==> src/rtl/bst_ram.sv <==
module bst_ram #(
    parameter int WIDTH = 6,
    parameter int DEPTH = 32
) (
    input  logic                                    clk,
    input  logic                                    we,
    input  logic [((DEPTH > 1) ? $clog2(DEPTH) : 1)-1:0] waddr,
    input  logic [WIDTH-1:0]                        wdata,
    input  logic [((DEPTH > 1) ? $clog2(DEPTH) : 1)-1:0] raddr,
    output logic [WIDTH-1:0]                        rdata
);

    logic [WIDTH-1:0] mem [DEPTH];

    always_ff @(posedge clk)
    begin
        if (we)
        begin
            mem[waddr] <= wdata;
        end
        rdata <= mem[raddr];
    end

endmodule

==> config.mk <==
export PLATFORM = sky130hd
export DESIGN_NAME = bst_ram
export DESIGN_NICKNAME = d
export VERILOG_FILES = /design/src/rtl/bst_ram.sv
export SDC_FILE = /design/constraint.sdc
export NUM_CORES = 1
export LEC_CHECK = 0
export ABC_CLOCK_PERIOD_IN_PS = 1900
export BUFFER_PORTS_ARGS = -buffer_cell sky130_fd_sc_hd__buf_2
export CAP_MARGIN = 30
export CORE_UTILIZATION = 55
export DETAILED_ROUTE_END_ITERATION = 16
export HOLD_SLACK_MARGIN = 0.15
export PLACE_DENSITY = 0.82
export SYNTH_ARGS = -nofsm -noshare
export SYNTH_HDL_FRONTEND = slang
export SYNTH_SLANG_ARGS = --single-unit
==> constraint.sdc <==
create_clock -name clk -period 1.9 [get_ports clk]
set_input_delay 0.095 -clock clk [delete_from_list [all_inputs] [get_ports clk]]
set_output_delay 0.095 -clock clk [all_outputs]
set_load 0.03 [all_outputs]
## Word level (Yosys, flattened, before mapping)

Memory sizes are Yosys's and may differ from the RTL's. A register that Yosys moved wholly into a read port is not among the register bits.
Index checks and enable logic that the tools add are counted.

- Bitwise gates (word level): 0
- Muxes and demuxes: 2
- $lt $le $gt $ge: 0
- Div/mod/pow operators: 0
- Reductions and logical operators: 0
- Multiply operators: 0
- Shift operators: 0
- Add/sub/neg operators: 0
- Equality and inequality tests: 0

Operators with widths:

| kind | number |
|---|---|
| two-way mux 1 bit | 2 |

- Bits in read-only memories: 0
- RAM bits: 192
- Bits of input ports: 18
- Bits in latches: 0
- Memories: 1
- Flip-flop bits (word level): 0

Memories:

| memory | depth | bits a word | rd ports | clocked after memory_dff | wr ports | line | text |
|---|---|---|---|---|---|---|---|
| mem | 32 | 6 | 1 | 1 | 1 | 13 | `logic [WIDTH-1:0] mem [DEPTH];` |

## Depth between registers and ports, before layout

- Depth after elaboration: 2
- Gate-level depth with buffers: 5
- Depth with buffers taken out: 3

## Least setup slack after synthesis

No wires, ideal clock.

- Path type: input to register
- Start point: in raddr[2] in the netlist's numbering
- End point: reg rdata[0] (read register of mem)
- Path slack: -0.035 ns
- Data arrival time: 1.814 ns
- Buffers on the path: 2
- Data required time: 1.779 ns
- Library setup time: 0.121 ns
- Stages on the path: 5
- Cell sequence: clkbuf_1 -> clkbuf_1 -> mux4_2 -> mux4_2 -> mux2_2

RTL lines:

| what | line | text |
|---|---|---|
| start: declaration | 9 | `input logic [((DEPTH > 1) ? $clog2(DEPTH) : 1)-1:0] raddr,` |
| end: declaration | 10 | `output logic [WIDTH-1:0] rdata` |

==> summary.txt <==
outcome - complete, no violations
routability cong. - 0.791
ANT nets after route - 0
drt drc - 0
fill count - 845
Initial Util - 56.9%
actual slew at the worst max-slew pin - 627 ps
final setup fails - 0
total global-route track usage - 22.9%
Pre-Repair DR Iteration Count - 5
Vias per Instance - 6.17
max-cap viol count - 0
post-synth top area cell - edfxtp_1
Mapped Nets - 341
CTS tree - built
1st-iter DRT viols - 483
worst vdd ir - 0.000692 V
Area contributors post-synth - edfxtp_1, mux4_2, nor2_1
crit path max fanout - 1
Req. time, crit path - 2210 ps
startpoint types - flop
layout cell share with drive strength beyond 1 - 38.8%
antenna violations before repair - 1
GRT overflow - 0
FFs w/ async S/R, synth - 0%
arrival time of the worst setup path - 2130 ps
CTS Root Cell - clkbuf_16
Yosys cell types - 14
CTS resizes - 0
Post-Route WL - 14.7 mm
crit end category - flop
DIE AREA - 0.0143 sq mm
TritonCTS Buffers - 17
Worst-path clk slew - 70 ps
WHS - 209 ps
DR WL/cell - 25.6 um
Worst Clk Skew - 5.90 ps
IO Port Bufs - 23
Max Fclk - 550 MHz
Syn Area/Cell - 23.5 sq um
power density cells - 1020 mW/mm^2
die width - 119 um
Tmin final - 1820 ps
sequential fraction of the synthesis area - 77.5%
row cnt - 42
number of synthesized flops with an enable pin - 192
Top FF cell, synth - edfxtp_1
Clock Path Buffers - 2
Mapped Area - 0.00759 sq mm
FF+latch count, synth - 198
setup_tns - 0 ps
crit path kind - flop to flop
clk_lat worst skew - 430 ps
CORE AREA - 0.0133 sq mm
Hold Path Class - input port to flop
CTS HTree Levels - 4
Antenna Cells - 0
global-route wire length before repair - 22.7 mm
dpl cell area - 0.00818 sq mm
Final Hold Viols - 0
slew margin rel. - 58.0%
Synth-to-Final Area Change - 15.6%
Design Area, Final - 0.00878 sq mm
Die H - 119 um
clk sinks - 198
area of the multi-input gates - 0.00163 sq mm
RSZ-0062 raised after global routing - false
most frequent cell after synthesis - edfxtp_1
Final HPWL DP - 9.28 mm
vias - 3,554
final period utilization - 95.7%
fin nets - 406
I/O pins - 24
FF+latch area - 0.00589 sq mm
Pleak - 2.83 nW
vias in the first global route - 3,698
Mapped Cells - 323
yosys warns - 0
Slew Limit Fails - 0
Power, Total - 0.00897 W
largest net degree at the start of global routing - 33
post-synth top area share - 76.0%
synth cell count leaders - edfxtp_1, mux4_2, nor2_1
==> path summary, 6_finish.rpt <==
check	startpoint	to	slack (ps)	depth (start not counted)
hold reg to reg	mem[19][1]	rdata[1]	910	3
setup reg to reg	mem[26][2]	rdata[2]	80	3
setup / recovery	mem[26][2]	rdata[2]	80	3
hold / removal	wdata[1]	mem[25][1]	210	1
==> kinds of logic (layout without fill, tap and decap cells) <==
| group | after synthesis | in the layout | synth area share [%] |
|---|---|---|---|
| flops | 198 | 198 | 77.5 |
| buf+inv | 14 | 91 | 1.02 |
| mux | 66 | 66 | 18.7 |
| simple gates | 45 | 45 | 2.74 |
==> layer usage <==
metal / GRT usage (%) / wire length [um] / up-vias
li1: - / - / 1497
met1: 32.3 / 6000 / 1866
met2: 35.7 / 7420 / 168
met3: 5.36 / 1070 / 21
met4: 7.50 / 224 / 2
met5: 0 / 9 / -
==> final cells by class <==
| cell class | count | share of cell area [%] |
|---|---|---|
| Clock inverter | 11 | 1.71 |
| Timing Repair Buffer | 60 | 5.22 |
| Clock buffer | 20 | 4.98 |
| Sequential cell | 198 | 67.1 |
| Multi-Input combinational cell | 111 | 18.5 |
| Tap cell | 176 | 2.51 |
==> report_power, final <==
part	internal (W)	switching, W	leakage, nW
Clock	0.00207	0.00151	0.282
Sequential	0.00485	0.0000226	1.78
Combinational	0.000225	0.000289	0.765
Total	0.00715	0.00182	2.83
==> repair_timing <==
action | 4_1_cts | 5_1_grt
hold buffers | 1 | 0
buffers inserted | 0 | 0
hold endpoints to repair | 6 | 0
==> metrics by stage <==
step                setup slack, ps  cells  utilization [%]
floorplan                      89.5    323                -
global placement               -117    544             61.3
detailed placement             -166    544             61.3
CTS                            65.4    576             65.8
global route                   41.0    576             65.8
finish                         82.5    576             65.8
==> layout by cell type (no fill, tap or decap), types with 5 or more instances in the layout <==
master | netlist | routed
buf_12 | 0 | 5
buf_2 | 2 | 23
nor2_1 | 33 | 33
mux4_2 | 60 | 60
edfxtp_1 | 192 | 192
buf_4 | 0 | 31
dfxtp_1 | 6 | 6
nand3b_1 | 5 | 5
mux2_2 | 6 | 6
clkbuf_16 | 0 | 17
==> state kept, by name (all words and copies together), names as in the netlist <==
name / flops
mem: 192
rdata: 6
==> critical path, stage by stage (launching register included) <==
cell and delay (ps):
edfxtp_1 400, mux4_2 520, mux4_2 490, mux2_2 300
(Power assumes the default switching activity.)
