File: src/rtl/bst_pkg.sv
package bst_pkg;

    // Fixed field widths of the item and result channels.
    localparam int ELEM_W      = 6;
    localparam int SCORE_W     = 32;
    localparam int BETA_W      = 16;
    localparam int ACT_W       = 3;
    localparam int COUNT_OUT_W = 7;
    localparam int SLOT_OUT_W  = 6;
    localparam int NCOUNT_W    = 6;
    localparam int APB_DATA_W  = 32;
    localparam int APB_ADDR_W  = 3;

    // Outcome codes for one completed candidate.
    localparam logic [ACT_W-1:0] ACT_LOWER  = 3'd0;
    localparam logic [ACT_W-1:0] ACT_RESET  = 3'd1;
    localparam logic [ACT_W-1:0] ACT_APPEND = 3'd2;
    localparam logic [ACT_W-1:0] ACT_DUP    = 3'd3;
    localparam logic [ACT_W-1:0] ACT_FULL   = 3'd4;

    // Register word index (paddr bit 2).
    localparam logic REG_NODE_COUNT = 1'b0;

    localparam logic [NCOUNT_W-1:0] NODE_COUNT_RESET = 6'd32;

    typedef enum logic [3:0] {
        ST_IDLE   = 4'b0001,
        ST_DECIDE = 4'b0010,
        ST_SEARCH = 4'b0100,
        ST_COPY   = 4'b1000
    } state_t;

    // Compare command broadcast to every cell.
    typedef struct packed {
        logic              cmp_en;
        logic              first;
        logic [ELEM_W-1:0] elem;
    } cell_ctrl_t;

    // Search token handed from cell to cell.
    typedef struct packed {
        logic valid;
        logic found;
    } token_t;

endpackage

File: src/rtl/bst_ram.sv
module bst_ram #(
    parameter int WIDTH = 6,
    parameter int DEPTH = 32
) (
    input  logic                                    clk,
    input  logic                                    we,
    input  logic [((DEPTH > 1) ? $clog2(DEPTH) : 1)-1:0] waddr,
    input  logic [WIDTH-1:0]                        wdata,
    input  logic [((DEPTH > 1) ? $clog2(DEPTH) : 1)-1:0] raddr,
    output logic [WIDTH-1:0]                        rdata
);

    logic [WIDTH-1:0] mem [DEPTH];

    always_ff @(posedge clk)
    begin
        if (we)
        begin
            mem[waddr] <= wdata;
        end
        rdata <= mem[raddr];
    end

endmodule

File: src/rtl/bst_cell.sv
module bst_cell
    import bst_pkg::*;
#(
    parameter int MAX_NODES = 32,
    parameter int SW        = 6,
    parameter int CNTW      = 7,
    parameter int K         = 0
) (
    input  logic                         clk,
    input  logic                         rst_n,
    input  cell_ctrl_t                   ctrl,
    input  logic [$clog2(MAX_NODES)-1:0] rd_addr,
    input  logic                         wr_en,
    input  logic [$clog2(MAX_NODES)-1:0] wr_addr,
    input  logic [ELEM_W-1:0]            wr_data,
    input  logic [CNTW-1:0]              count,
    input  token_t                       tok_in,
    input  logic [SW-1:0]                slot_in,
    output token_t                       tok_out,
    output logic [SW-1:0]                slot_out
);

    logic [ELEM_W-1:0] rd_data;
    logic              flag_reg;
    logic              flag_next;
    logic              active;
    token_t            tok_reg;
    token_t            tok_next;
    logic [SW-1:0]     slot_reg;
    logic [SW-1:0]     slot_next;

    // This cell's stored tree, one element per node.
    bst_ram #(
        .WIDTH (ELEM_W),
        .DEPTH (MAX_NODES)
    ) u_tree (
        .clk   (clk),
        .we    (wr_en),
        .waddr (wr_addr),
        .wdata (wr_data),
        .raddr (rd_addr),
        .rdata (rd_data)
    );

    assign active = CNTW'(K) < count;

    always_comb
    begin
        flag_next = flag_reg;
        if (ctrl.cmp_en)
        begin
            flag_next = (ctrl.first | flag_reg) & (rd_data == ctrl.elem);
        end
    end

    // The first active matching cell claims the token; later cells pass it on.
    always_comb
    begin
        tok_next.valid = tok_in.valid;
        tok_next.found = tok_in.found | (flag_reg & active);
        slot_next      = tok_in.found ? slot_in : SW'(K);
    end

    always_ff @(posedge clk or negedge rst_n)
    begin
        if (!rst_n)
        begin
            flag_reg <= 1'b1;
            tok_reg  <= '0;
        end
        else
        begin
            flag_reg <= flag_next;
            tok_reg  <= tok_next;
        end
    end

    always_ff @(posedge clk)
    begin
        slot_reg <= slot_next;
    end

    assign tok_out  = tok_reg;
    assign slot_out = slot_reg;

endmodule

File: config.mk
export PLATFORM = sky130hd
export DESIGN_NAME = bst_cell
export DESIGN_NICKNAME = d
export VERILOG_FILES = /design/src/rtl/bst_pkg.sv /design/src/rtl/bst_ram.sv /design/src/rtl/bst_cell.sv
export SDC_FILE = /design/constraint.sdc
export NUM_CORES = 1
export LEC_CHECK = 0
export BUFFER_PORTS_ARGS = -buffer_cell sky130_fd_sc_hd__buf_4
export CAP_MARGIN = 40
export CORE_ASPECT_RATIO = 1.25
export CORE_MARGIN = 2
export CORE_UTILIZATION = 55
export CTS_CLUSTER_DIAMETER = 80
export DETAILED_ROUTE_END_ITERATION = 10
export PLACE_DENSITY = 0.73
export SLEW_MARGIN = 20
export SYNTH_ARGS = -nofsm -noshare
export SYNTH_HDL_FRONTEND = slang
export SYNTH_SLANG_ARGS = --single-unit
File: constraint.sdc
create_clock -name clk -period 4.5 [get_ports clk]
set_input_delay 0.9 -clock clk [delete_from_list [all_inputs] [get_ports clk]]
set_output_delay 0.9 -clock clk [all_outputs]
set_load 0.005 [all_outputs]
# --- Word-level counts from Yosys, hierarchy flattened ---
# Memories as Yosys holds them, arrays and structs flattened. A register that Yosys moved wholly into a read port is not among the register bits.
# Cells that the tools add are included.
totals:
  in_bits: 42
  register_bits: 9
  memories: 1
  word_cells: 13
  ram_bits: 192
  out_inout_bits: 8
op_classes:
  n_bitwise: 4
  mux: 2
  n_lt_le_gt_ge: 1
  eq_ne: 1
mem_list:
  columns: ["name", "depth", "width", "rd", "rd_ports_with_merged_regs", "wr", "line_no", "rtl"]
  rows:
  - ["u_tree.mem", 32, 6, 1, 1, 1, "bst_ram.sv:13", "logic [WIDTH-1:0] mem [DEPTH];"]
ops:
  columns: ["op", "count"]
  rows:
  - ["1-bit by 7-bit less-than comparator with 1-bit output (first input constant)", 1]
  - ["6-bit equality test", 1]
  - ["1-bit AND", 2]
  - ["1-bit two-way mux", 2]
  - ["1-bit OR", 2]

# --- Logic depth before layout (Yosys ltp) ---
# Gate-level depths: netlist of the first run.
logic_depth:
  ltp_word: 3
  mapped_depth: 5

# --- By module ---
# From an unflattened synthesis of the first run, not the netlist that was laid out.
hier_totals:
  cells_unflattened: 352
  area_unflattened_um2: 7922.6
modules_own_cells:
  columns: ["mod", "area_each_um2", "seq_area_each_um2", "n_inst", "cells_per_inst"]
  rows:
  - ["bst_ram", 7589.8, 5885.6, 1, 323]
  - ["bst_cell", 332.8, 196.4, 1, 29]

# --- Worst setup path after synthesis of the first run ---
# Ideal clock, no wire load.
synth_path:
  path_kind: "input-to-reg"
  from: "input port rd_addr[2]"
  to: "register u_tree.rdata[0] (read register of u_tree.mem)"
  setup_time_ns: 0.121
  required_ns: 4.379
  arrival_ns: 2.619
  stages: 5
  n_path_buf: 2
  path_slack_ns: 1.760
  cell_sequence: "clkbuf_1 clkbuf_1 mux4_2 mux4_2 mux2_2"
synth_rtl:
  columns: ["item", "line_no", "rtl"]
  rows:
  - ["start, declared", "bst_cell.sv:12", "input logic [$clog2(MAX_NODES)-1:0] rd_addr,"]
  - ["end, declared", "bst_ram.sv:10", "output logic [WIDTH-1:0] rdata"]

==> results of run 1 <==
-- cells by family (layout without fill, tap and decap cells) --
group           count (synthesis)  after routing
flops                         207            207
mux                            66             66
simple gates                   56             56
buf+inv                        14             84
xor+xnor                        6              6
compound gates                  3              3
-- per-layer routing --
metal  GRT usage (%)  vias to the layer above  share of wire [%]
li1                -                     1572                  -
met1           27.62                     1866                 40
met2           31.80                      167                 50
met3           3.814                       28                7.5
met4           5.328                        0                1.8
met5               0                        -                  0
-- worst max path at each step --
stage	to	slack (ns)	depth (start not counted)
2_1_floorplan	u_tree.rdata[0]	1.76	5
3_3_place_gp	u_tree.rdata[0]	1.62	5
3_5_place_dp	u_tree.rdata[2]	1.62	5
4_1_cts	u_tree.rdata[3]	2.12	5
5_1_grt	u_tree.rdata[2]	2.07	5
6_report	u_tree.rdata[2]	2.16	5
-- worst reg2reg max path, cell delays in order (launching register included) --
cell	delay, ns
edfxtp_1	0.40
mux4_2	0.48
mux4_2	0.53
mux2_2	0.28
-- where the power goes --
part	internal [uW]	switching, uW
logic	107	106
registers	2140	12.2
clock network	846	656
-- layout make-up --
| type | count | area [sq um] | share of cell area [%] |
|---|---|---|---|
| flip-flops and latches | 207 | 6082 | 67.30 |
| clock buffers | 24 | 536.8 | 5.939 |
| well taps | 178 | 222.7 | 2.464 |
| repair buffers | 50 | 387.9 | 4.292 |
| clock inverters | 10 | 47.55 | 0.5261 |
| multi-input cells | 131 | 1760 | 19.48 |
-- per-stage QoR --
stage	util, %	power [uW]	instances
after CTS	63.54	3893	600
after floorplan	-	2305	352
after detailed placement	59.43	2404	566
final	63.54	3862	600
after global placement	59.43	2397	566
after global routing	63.54	3991	600
-- cell usage in the layout (no fill, tap or decap), types with 2 or more instances in the layout --
master     instances
and2_1             6
nand2_1            2
xnor2_1            2
clkinv_2           5
dfrtp_1            2
clkbuf_16         21
buf_4             49
or3b_2             3
mux2_2             6
nand3b_1           5
a21oi_1            2
clkbuf_1           3
edfxtp_1         192
nor2_1            33
nor4_1             2
dfxtp_1           12
nand3_1            3
mux4_2            60
xor2_1             4
clkinv_1           4
==> flow_metrics.env, run 1 <==
export IMPL_critPathArrivalTime_ns=2.72
export IMPL_cts_made_buffers=20
export IMPL_diodes=0
export IMPL_final_nets=452
export IMPL_dieArea_sq_um=15380
export IMPL_netlist_area_leader_share_pct=72.80
export IMPL_p_per_area_nw_per_um2=427.4
export IMPL_crit_path_start="rd_addr[1]"
export IMPL_clk_pin_slew_ns=0.06
export IMPL_io_buffer_count=49
export IMPL_min_period_over_period_pct=52.10
export IMPL_yosys_most_used_dff="edfxtp_1"
export IMPL_min_period_ns=2.345
export IMPL_ios=50
export IMPL_vdd_drop_max_mv=0.3334
export IMPL_synthDistinctLibCells=23
export IMPL_synth_warnings=0
export IMPL_endpoint_kind="flop"
export IMPL_post_drt_wl_per_cell_um=23.86
export IMPL_async_flop_share_pct=1.449
export IMPL_core_area_sq_um=14220
export IMPL_grt_max_degree=49
export IMPL_fin_area_sq_um=9037
export IMPL_synth_top_family_by_area="multiplexers"
export IMPL_synth_avg_cell_area_sq_um=22.50
export IMPL_post_dp_hpwl_mm=9.175
export IMPL_maxCapViolCount=0
export IMPL_yosys_area_share_simple_pct=3.428
export IMPL_synthMuxAreaShare_pct=17.91
export IMPL_routed_via_count=3633
export IMPL_outcome="complete, no violations"
export IMPL_drtIter0Drc=407
export IMPL_synth_adder_area_share_pct=0
export IMPL_clock_sinks=207
export IMPL_core_rowCount=49
export IMPL_slowest_stage="mux4_2"
export IMPL_hold_class="in2async"
export IMPL_cts_resized=0
export IMPL_antenna_found_initial=0
export IMPL_largest_register_ffs=192
export IMPL_clk_latency_ns=0.49
export IMPL_tritoncts="yes"
export IMPL_worst_path_buf_inv=2
export IMPL_dr_pass1_iters=5
export IMPL_setup_viol_count_final=0
export IMPL_yosysSeqAreaShare_pct=76.79
export IMPL_setup_ws_ns=2.155
export IMPL_p_leak_uw=0.002905
export IMPL_ff2ff_setup_slack_ns=2.70
export IMPL_initial_core_util_pct=55.68
export IMPL_htreeDepth=1
export IMPL_path_class="in2reg"
export IMPL_drv_slew=0
export IMPL_critPathLaunchType="primary input"
export IMPL_rr_worst_depth=3
export IMPL_die_height_um=138.2
export IMPL_rr_startpoint="u_tree.mem[21][2]"
export IMPL_fin_skew_ns=0.005805
export IMPL_grt_pass1_vias=3727
export IMPL_fmax_mhz=426.5
export IMPL_drc=0
export IMPL_ys_seq_elements=207
export IMPL_placed_area_sq_um=8453
export IMPL_synth_fp_nets=394
export IMPL_syn_inst=352
export IMPL_grt_pass1_wl_mm=22.37
export IMPL_yosys_area_top_type="edfxtp_1"
export IMPL_setup_tns_ns=0
export IMPL_via_per_inst=6.055
export IMPL_ys_top_cells_by_area="edfxtp_1 (73%), mux4_2 (17%), dfxtp_1 (3.0%), nor2_1 (1.6%), mux2_2 (0.85%)"
export IMPL_grt_ovfl_total=0
export IMPL_place_congestion=0.7546
export IMPL_cpPeakStageDelay_ns=0.56
export IMPL_max_slew_margin_pct=53.84
export IMPL_cp_top_family="multiplexers"
export IMPL_grt_total_usage_pct=19.47
export IMPL_die_w_um=111.3
export IMPL_synth_edff_count=192
export IMPL_ctsHoldBuffers=0
export IMPL_cts_root_buf="clkbuf_16"
export IMPL_drt_total_wl_mm=14.32
export IMPL_netlist_area_sq_um=7920
export IMPL_path_max_fanout=48
export IMPL_top_register="u_tree.mem"
export IMPL_crit_top_cell="mux4_2"
export IMPL_critical_path_required_ns=4.88
export IMPL_reg2reg_to="u_tree.rdata[2]"
export IMPL_ys_top_cells_by_count="edfxtp_1 (192), mux4_2 (60), nor2_1 (33)"
export IMPL_fillers=949
export IMPL_yosysMostFrequentCell="edfxtp_1"
export IMPL_hold_viol=0
export IMPL_ant_nets=0
export IMPL_drive_gt1_share_pct=34.83
export IMPL_cts_buffer_depth=3
export IMPL_dp_slack_ns=1.620
export IMPL_timing_hold_ws_ns=0.1891
export IMPL_rsz0062_at_grt="no"
export IMPL_synth_compound_area_share_pct=0.2212
export IMPL_cts_setup_buffers=0
export IMPL_path_cells="buf_4 > buf_12 > mux4_2 > mux4_2 > mux2_2"
export IMPL_areaGrowthSynthToFinish_pct=14.11
export IMPL_worst_slew_pin_slew_ns=0.6899
export IMPL_synthXorXnorAreaFrac_pct=0.6635
Power figures use the tool's default switching activity.
==> inputs of run 2 (changes only) <==
- ABC_AREA: not set -> 1
- clock period: 4.5 -> 2.2 ns (I/O delays scaled with it)
==> run 2 against run 1 <==
Largest cell class unchanged. Clock power is 140% higher. Critical endpoint is now tok_out[0]. Cell count is 69% higher. First-iteration DRC count grew 47%. Synthesized cell count increased by 110%. Sequential power is 100% higher. Via count increased by 61%. Core utilization rose by 2.2 points. Combinational power rose to 2.7 times the previous value. Worst setup slack worse by 1.4 ns. Global-route usage rose by 5.5 points. Sequential share of layout area down 5.4 points. Clock skew about the same.
==> flow_metrics.env, run 2 <==
export IMPL_outcome="complete, no violations"
export IMPL_drtIter0Drc=597
export IMPL_post_drt_wl_per_cell_um=19.55
export IMPL_synthMuxAreaShare_pct=0
export IMPL_path_max_fanout=1
export IMPL_worst_path_buf_inv=1
export IMPL_path_cells="buf_4"
export IMPL_synth_top_family_by_area="simple AND/OR/NAND/NOR gates"
export IMPL_synth_edff_count=192
export IMPL_use_met2_pct=44.19
export IMPL_cts_buffer_depth=3
export IMPL_crit_path_end="tok_out[0]"
export IMPL_yosysMostFrequentCell="nand2_1"
export IMPL_vdd_drop_max_mv=0.9212
export IMPL_top_register="u_tree.mem"
export IMPL_clock_sinks=207
export IMPL_rr_worst_depth=8
export IMPL_endpoint_kind="primary output"
export IMPL_ys_top_cells_by_count="nand2_1 (278), edfxtp_1 (192), nand3_1 (156)"
export IMPL_die_height_um=142.4
export IMPL_min_period_over_period_pct=64.00
export IMPL_core_area_sq_um=14950
export IMPL_largest_register_ffs=192
export IMPL_slowest_stage="dfrtp_1"
export IMPL_min_period_ns=1.408
export IMPL_rr_startpoint="u_tree.mem[28][5]"
export IMPL_yosys_area_top_type="edfxtp_1"
export IMPL_final_nets=859
export IMPL_synthXorXnorAreaFrac_pct=0.6240
export IMPL_grt_pass1_wl_mm=30.55
export IMPL_syn_inst=742
export IMPL_grt_util_met3_pct=3.450
export IMPL_cp_num_cells=1
export IMPL_dr_pass1_iters=5
export IMPL_critical_path_required_ns=1.76
export IMPL_synth_warnings=0
export IMPL_yosysSeqAreaShare_pct=72.22
export IMPL_layout_cells_most_common="nand2_1"
export IMPL_rsz0062_at_grt="no"
export IMPL_hold_viol=0
export IMPL_netlist_area_sq_um=8422
export IMPL_grt_ovfl_total=0
export IMPL_fin_skew_ns=0.006055
export IMPL_die_w_um=114.7
export IMPL_yosys_most_used_dff="edfxtp_1"
export IMPL_drc=0
export IMPL_drv_slew=0
export IMPL_setup_tns_ns=0
export IMPL_grt_max_degree=85
export IMPL_hold_class="in2reg"
export IMPL_cpPeakStageDelay_ns=0.36
export IMPL_placed_area_sq_um=9146
export IMPL_core_rowCount=50
export IMPL_fmax_mhz=710.2
export IMPL_diodes=0
export IMPL_fillers=1072
export IMPL_via_per_inst=5.780
export IMPL_place_congestion=0.8529
export IMPL_critPathArrivalTime_ns=0.97
export IMPL_drt_total_wl_mm=19.76
export IMPL_max_slew_margin_pct=47.14
export IMPL_p_per_area_nw_per_um2=864.3
export IMPL_tritoncts="yes"
export IMPL_htreeDepth=1
export IMPL_netlist_area_leader_share_pct=68.46
export IMPL_synth_compound_area_share_pct=0.2080
export IMPL_ant_nets=0
export IMPL_ys_seq_elements=207
export IMPL_final_cell_mix="nand2_1 (278), edfxtp_1 (192), nand3_1 (156), buf_4 (87), nor2_1 (35)"
export IMPL_antenna_found_initial=0
export IMPL_clk_pin_slew_ns=0.06
export IMPL_ff2ff_setup_slack_ns=1.09
export IMPL_grt_busiest_layer="met2"
export IMPL_crit_path_start="tok_out[0]"
export IMPL_hold_path_startpoint="tok_in[1]"
export IMPL_fin_area_sq_um=9831
export IMPL_path_class="reg2out"
export IMPL_dieArea_sq_um=16320
export IMPL_io_buffer_count=49
export IMPL_maxCapViolCount=0
export IMPL_async_flop_share_pct=1.449
export IMPL_p_leak_uw=0.003839
export IMPL_initial_core_util_pct=56.33
export IMPL_use_met1_pct=30.88
export IMPL_yosys_area_share_simple_pct=23.35
export IMPL_grt_total_usage_pct=25.00
export IMPL_ys_top_cells_by_area="edfxtp_1 (68%), nand2_1 (12%), nand3_1 (9.3%), dfxtp_1 (2.9%), nor2_1 (1.6%)"
export IMPL_cts_made_buffers=19
export IMPL_areaGrowthSynthToFinish_pct=16.73
export IMPL_reg2reg_to="u_tree.rdata[5]"
export IMPL_post_dp_hpwl_mm=12.43
export IMPL_drive_gt1_share_pct=14.84
export IMPL_synth_fp_nets=784
export IMPL_critPathLaunchType="flop"
export IMPL_synthDistinctLibCells=21
export IMPL_setup_viol_count_final=0
export IMPL_routed_via_count=5844
export IMPL_synth_adder_area_share_pct=0
export IMPL_worst_slew_pin_slew_ns=0.7920
export IMPL_grt_pass1_vias=5814
export IMPL_clk_latency_ns=0.48
export IMPL_synth_avg_cell_area_sq_um=11.35
export IMPL_timing_hold_ws_ns=0.06722
export IMPL_cp_top_family="flip-flops"
export IMPL_cts_root_buf="clkbuf_16"
export IMPL_ios=50
[run 2: metal layers]
layer | share of wire, % | up-vias
li1 | - | 2700
met1 | 36 | 2780
met2 | 53 | 313
met3 | 8.3 | 51
met4 | 3.1 | 0
met5 | 0 | -
[run 2: stage by stage]
step / utilization, % / cells / total power (uW) / worst slack, ns
5_1_grt: 65.75 / 1011 / 8721 / 0.7561
3_3_place_gp: 61.17 / 977 / 5034 / 0.4167
4_1_cts: 65.75 / 1011 / 8536 / 0.7814
2_1_floorplan: - / 742 / 4780 / 0.8291
6_report: 65.75 / 1011 / 8497 / 0.7920
3_5_place_dp: 61.17 / 977 / 5046 / 0.3952
[run 2: where the power goes]
group / internal [uW] / total, uW / switching, uW
sequential: 4360 / 4390 / 30.6
combinational: 193 / 570 / 377
clock: 2170 / 3530 / 1360
total: 6730 / 8500 / 1770
[run 2: worst min-delay path by stage]
stage / endpoint / cells past startpoint
3_3_place_gp: tok_out[0] / 1
2_1_floorplan: tok_out[0] / 0
4_1_cts: tok_out[1] / 1
6_report: tok_out[1] / 1
5_1_grt: tok_out[1] / 1
3_5_place_dp: tok_out[0] / 1
[run 2: cell type report]
cell class / instances / area [sq um] / share of cell area, %
sequential: 207 / 6082 / 61.87
multi-input combinational: 480 / 2037 / 20.72
timing repair buffer: 92 / 743.2 / 7.560
clock buffer: 20 / 479.2 / 4.875
tap: 182 / 227.7 / 2.316
clock inverter: 13 / 195.2 / 1.985
inverter: 17 / 66.31 / 0.6746
[run 2: cells by family after synthesis]
group | count (synthesis)
AO/OA/AOI/OAI | 3
AND/OR/NAND/NOR | 471
XOR/XNOR | 6
flip-flops | 207
buffers and inverters | 55
[run 2: timing repair]
action / CTS / global route
hold endpoints to repair: 3 / 0
buffers inserted: 0 / 0
resized for setup: 0 / 0
hold buffers: 1 / 0
